File: src/design/lcs_pkg.sv
// Shared types and constants for the longest common substring unit.
package lcs_pkg;

  localparam int SYM_W  = 8;
  localparam int CELL_W = 9;
  localparam logic [CELL_W-1:0] CELL_MAX = {CELL_W{1'b1}};

  // Broadcast controls sent to every cell of the row
  typedef struct packed {
    logic             step;    // update the row with the query symbol
    logic             clear;   // return the cell to its empty state
    logic [SYM_W-1:0] symbol;  // reference symbol on load, query symbol on step
  } cell_ctrl_t;

endpackage

File: src/design/lcs_cell.sv
// One column of the match-run row: reference symbol, run length and per-column best.
module lcs_cell #(
  parameter int ROW_W = 17
) (
  input  logic                       clk,
  input  logic                       rst_n,
  input  lcs_pkg::cell_ctrl_t        ctrl_i,
  input  logic                       load_i,
  input  logic [ROW_W-1:0]           row_i,
  input  logic [lcs_pkg::CELL_W-1:0] left_val_i,
  output logic [lcs_pkg::CELL_W-1:0] val_o,
  input  logic [lcs_pkg::CELL_W-1:0] red_len_i,
  input  logic [ROW_W-1:0]           red_row_i,
  output logic [lcs_pkg::CELL_W-1:0] red_len_o,
  output logic [ROW_W-1:0]           red_row_o
);
  import lcs_pkg::*;

  logic [SYM_W-1:0]  sym_r;
  logic              valid_r, valid_nxt;
  logic [CELL_W-1:0] val_r, val_nxt;
  logic [CELL_W-1:0] best_r, best_nxt;
  logic [ROW_W-1:0]  row_r, row_nxt;
  logic [CELL_W-1:0] red_len_r;
  logic [ROW_W-1:0]  red_row_r;
  logic [CELL_W-1:0] run_inc;
  logic [CELL_W-1:0] val_new;
  logic              match;
  logic              take_own;

  assign match   = valid_r && (sym_r == ctrl_i.symbol);
  assign run_inc = (left_val_i == CELL_MAX) ? CELL_MAX : left_val_i + CELL_W'(1);
  assign val_new = match ? run_inc : '0;

  always_comb begin
    valid_nxt = valid_r;
    val_nxt   = val_r;
    best_nxt  = best_r;
    row_nxt   = row_r;
    priority if (ctrl_i.clear) begin
      valid_nxt = 1'b0;
      val_nxt   = '0;
      best_nxt  = '0;
      row_nxt   = '0;
    end else if (load_i) begin
      valid_nxt = 1'b1;
      val_nxt   = '0;
    end else if (ctrl_i.step) begin
      val_nxt = val_new;
      // keep the earliest row that reached this column's longest run
      if (val_new > best_r) begin
        best_nxt = val_new;
        row_nxt  = row_i;
      end
    end
  end

  always_ff @(posedge clk) begin
    if (!rst_n) begin
      valid_r <= 1'b0;
      val_r   <= '0;
      best_r  <= '0;
      row_r   <= '0;
    end else begin
      valid_r <= valid_nxt;
      val_r   <= val_nxt;
      best_r  <= best_nxt;
      row_r   <= row_nxt;
    end
  end

  always_ff @(posedge clk) begin
    if (load_i) begin
      sym_r <= ctrl_i.symbol;
    end
  end

  // Reduction chain: longer run wins, equal runs go to the earlier row
  assign take_own = (best_r > red_len_i) ||
                    ((best_r == red_len_i) && (row_r < red_row_i));

  always_ff @(posedge clk) begin
    red_len_r <= take_own ? best_r : red_len_i;
    red_row_r <= take_own ? row_r  : red_row_i;
  end

  assign val_o     = val_r;
  assign red_len_o = red_len_r;
  assign red_row_o = red_row_r;

endmodule

File: config.mk
export PLATFORM = sky130hd
export DESIGN_NAME = lcs_cell
export DESIGN_NICKNAME = d
export VERILOG_FILES = /design/src/design/lcs_pkg.sv /design/src/design/lcs_cell.sv
export SDC_FILE = /design/constraint.sdc
export NUM_CORES = 1
export LEC_CHECK = 0
export BUFFER_PORTS_ARGS = -buffer_cell sky130_fd_sc_hd__buf_2
export CAP_MARGIN = 30
export CORE_MARGIN = 4
export CORE_UTILIZATION = 37
export DETAILED_ROUTE_END_ITERATION = 10
export SYNTH_ARGS = -nofsm -noshare
export SYNTH_HDL_FRONTEND = slang
export SYNTH_SLANG_ARGS = --single-unit
export TNS_END_PERCENT = 10
File: constraint.sdc
create_clock -name clk -period 2.97 [get_ports clk]
set_input_delay 0.1485 -clock clk [delete_from_list [all_inputs] [get_ports clk]]
set_output_delay 0.1485 -clock clk [all_outputs]
set_load 0.02 [all_outputs]
==> results_dict.tcl <==
set metrics [dict create \
    status "finished with violations" \
    violations "negative setup slack" \
    post_drt_wl_per_cell_um 16.30 \
    final_design_area_no_fill_um2 5685 \
    critPathKind "flip-flop to flip-flop" \
    drt_iter0_drc 235 \
    drc 0 \
    rows 39 \
    worst_slew_pin_slew_ns 0.8043 \
    final_cells 768 \
    rsz0062_at_grt "yes" \
    cp-start-kind "flip-flop" \
    relSlewSlack_pct 46.27 \
    hold_viol 0 \
    fillers 1096 \
    min_path_type "primary input to flip-flop" \
    gr-total-overflow 0 \
    finalMaxSlewViolations 0 \
    antenna_found_initial 0 \
    placed_cell_area_um2 5140 \
    nNetsFinal 720 \
    synth_fa_ha_area_share_pct 9.873 \
    p_leak_nw 2.539 \
    synth_compound_area_share_pct 16.14 \
    worstSetupEndpointType "flip-flop" \
    period_minus_slack_ns 2.971 \
    max_freq_ghz 0.3366 \
    die-width_um 117.5 \
    setup_viol 1 \
    gp_congestion 0.7996 \
    cp_data_required_time_ns 3.24 \
    synth-edff-count 8 \
    syn2layout_area_growth_pct 28.18 \
    synth_seq_area_share_pct 33.40 \
    n_antenna_cell 0 \
    drtPass1Iterations 4 \
    cts_buffers 9 \
    ctsHtreeMaxLevel 3 \
    grt_pass1_wl_mm 20.43 \
    synth-simple-area-share_pct 20.03 \
    clock_sinks 70 \
    synth_nets 616 \
    muxShareOfSynthArea_pct 11.73 \
    fp.dieH_um 117.5 \
    ir_drop_v 0.0003959 \
    root_buffer "clkbuf_16" \
    clock_skew_ns 0.004412 \
    ys_async_sr_fraction_pct 0 \
    synth_top_family_by_area "simple AND/OR/NAND/NOR gates" \
    place_hpwl_mm 8.892 \
    setup_slack_ns -0.001184 \
    synth_area_um2 4436 \
    fin_crit_sh_pct 100.0 \
    drv_cap 0 \
    vias 4195 \
    clk_latency_ns 0.34 \
    synthCells 516 \
    track_usage_pct 17.97 \
    die_area_um2 13800 \
    cts_tree "built" \
    yosysWarningCount 0 \
    path_clk_slew_ns 0.06 \
    drtAntennaViolNets 0 \
    fin_setup_tns_ns -0.001184 \
    cp.arrival_ns 3.24 \
    routed_via_density 5.462 \
    io_pins 100 \
    core_um2 11560 \
    synth_cell_type_count 47 \
    start_util_pct 38.35 \
    dp.cells 741 \
    synth_xor_area_share_pct 2.172 \
    synth_flop_cell "dfxtp_1" \
    synth_seq_cells 70 \
    critPathMaxFanout 8 \
    grt_pass1_vias 4222 \
    drive_gt1_share_pct 26.56 \
    wirelength_mm 12.52 \
    max-clock-path-buffers 2 \
    postSynthAreaPerCell_um2 8.596 \
    portBuffers 99 \
    grt_max_degree 37 \
    pwr_density_cell_nw_per_um2 436.4 \
]
Yosys cell counts (3+ instances only):
cell type	count	area, µm²
a21oi_1	19	95.09
buf_4	4	30.03
dfxtp_1	62	1241
clkbuf_1	22	82.58
nand2b_1	12	75.07
buf_2	5	25.02
inv_1	33	123.9
nor2_1	5	18.77
or3_1	3	18.77
mux2i_1	52	520.5
nand2_1	85	319.1
nor3_1	27	135.1
edfxtp_1	8	240.2
o211ai_1	28	210.2
and2_1	7	43.79
ha_1	35	437.9
nand3_1	28	140.1
xnor2_1	9	78.83
buf_1	3	11.26
o21a_1	5	37.54
o2111ai_1	25	219.0
o21ai_0	5	25.02
nand4_1	3	18.77
power by group:
part | switching [mW] | total, mW | internal, mW | leakage [nW]
Sequential | 0.0109 | 0.998 | 0.987 | 0.588
Clock | 0.419 | 1.23 | 0.815 | 0.167
Combinational | 0.146 | 0.249 | 0.104 | 1.78
metrics by stage:
stage,setup slack [ns],hold WS (ns),power (mW),utilization [%]
after global routing,-0.1395,0.007547,2.580,49.16
final,-0.001184,0.01490,2.481,49.16
after floorplan,0.001035,0.2474,1.147,-
after CTS,0.01550,0.0007070,2.499,47.80
after detailed placement,-0.04521,0.3547,1.255,44.44
after global placement,0.05719,0.3522,1.250,44.44
worst max-delay path, cell delays in order, from the launching register on:
cell,delay (ns)
edfxtp_1,0.42
xnor2_2,0.17
nand4_1,0.17
nor3_4,0.27
buf_6,0.15
o21a_1,0.13
ha_1,0.23
nand4_1,0.11
nor3_2,0.07
or4b_4,0.49
a21oi_4,0.27
clkbuf_16,0.23
mux2i_1,0.19
flip-flops by register name, summed over array words and instances (netlist names):
signal     flops
red_len_o      9
best_r         9
red_row_o     17
row_r         17
val_o          9
sym_r          8
valid_r        1
final cells by class:
class,count,area [µm²],area share [%]
multi-input combinational,377,2789,49.05
sequential,70,1481,26.06
timing repair buffer,129,774.5,13.62
clock buffer,9,225.2,3.961
tap,143,178.9,3.147
inverter,33,123.9,2.179
clock inverter,7,112.6,1.981
final timing paths:
kind / start / to / slack [ns] / cells after the start
max: sym_r[5] / best_r[2] / -0.001 / 12
min: ctrl_i[0] / sym_r[0] / 0.01 / 1
max reg2reg: sym_r[5] / best_r[2] / -0.001 / 12
min reg2reg: val_o[8] / val_o[8] / 0.47 / 2
per-layer routing:
metal / wire (µm) / vias up / global-route usage [%]
met4: 317 / 0 / 7.253
met3: 637 / 26 / 4.421
met2: 5684 / 126 / 28.50
met5: 0 / - / 0
met1: 5883 / 1975 / 23.49
li1: - / 2068 / -
repair_timing:
item                                   in CTS  in global routing
endpoints found under the hold margin       2                  1
gates resized for setup                     0                 15
hold buffers                                2                  1
buffers inserted                            4                  3
gates cloned                                0                  1
pin swaps                                   1                  3
setup endpoints to repair                  26                 26
logic make-up (layout without fill, tap and decap cells):
logic type / Yosys count / in the layout
compound gates: 95 / 95
xor+xnor: 11 / 11
fa+ha+maj: 35 / 35
buf+inv: 69 / 178
flops: 70 / 70
mux: 52 / 52
simple gates: 184 / 184
cells in the final DEF, fill, tap and decap left out, types with 5 or more instances in the layout:
master | Yosys | layout
nor2_1 | 5 | 5
edfxtp_1 | 8 | 8
nor3_1 | 27 | 26
xnor2_2 | 0 | 5
dfxtp_1 | 62 | 62
o21a_1 | 5 | 5
buf_4 | 4 | 23
clkbuf_16 | 0 | 10
mux2i_1 | 52 | 52
inv_1 | 33 | 33
a21oi_1 | 19 | 18
nand2b_1 | 12 | 12
ha_1 | 35 | 32
nand3_1 | 28 | 27
o2111ai_1 | 25 | 25
o211ai_1 | 28 | 28
buf_2 | 5 | 99
o21ai_0 | 5 | 5
nand2_1 | 85 | 85
Note: power is estimated with default switching activity, not from simulation.
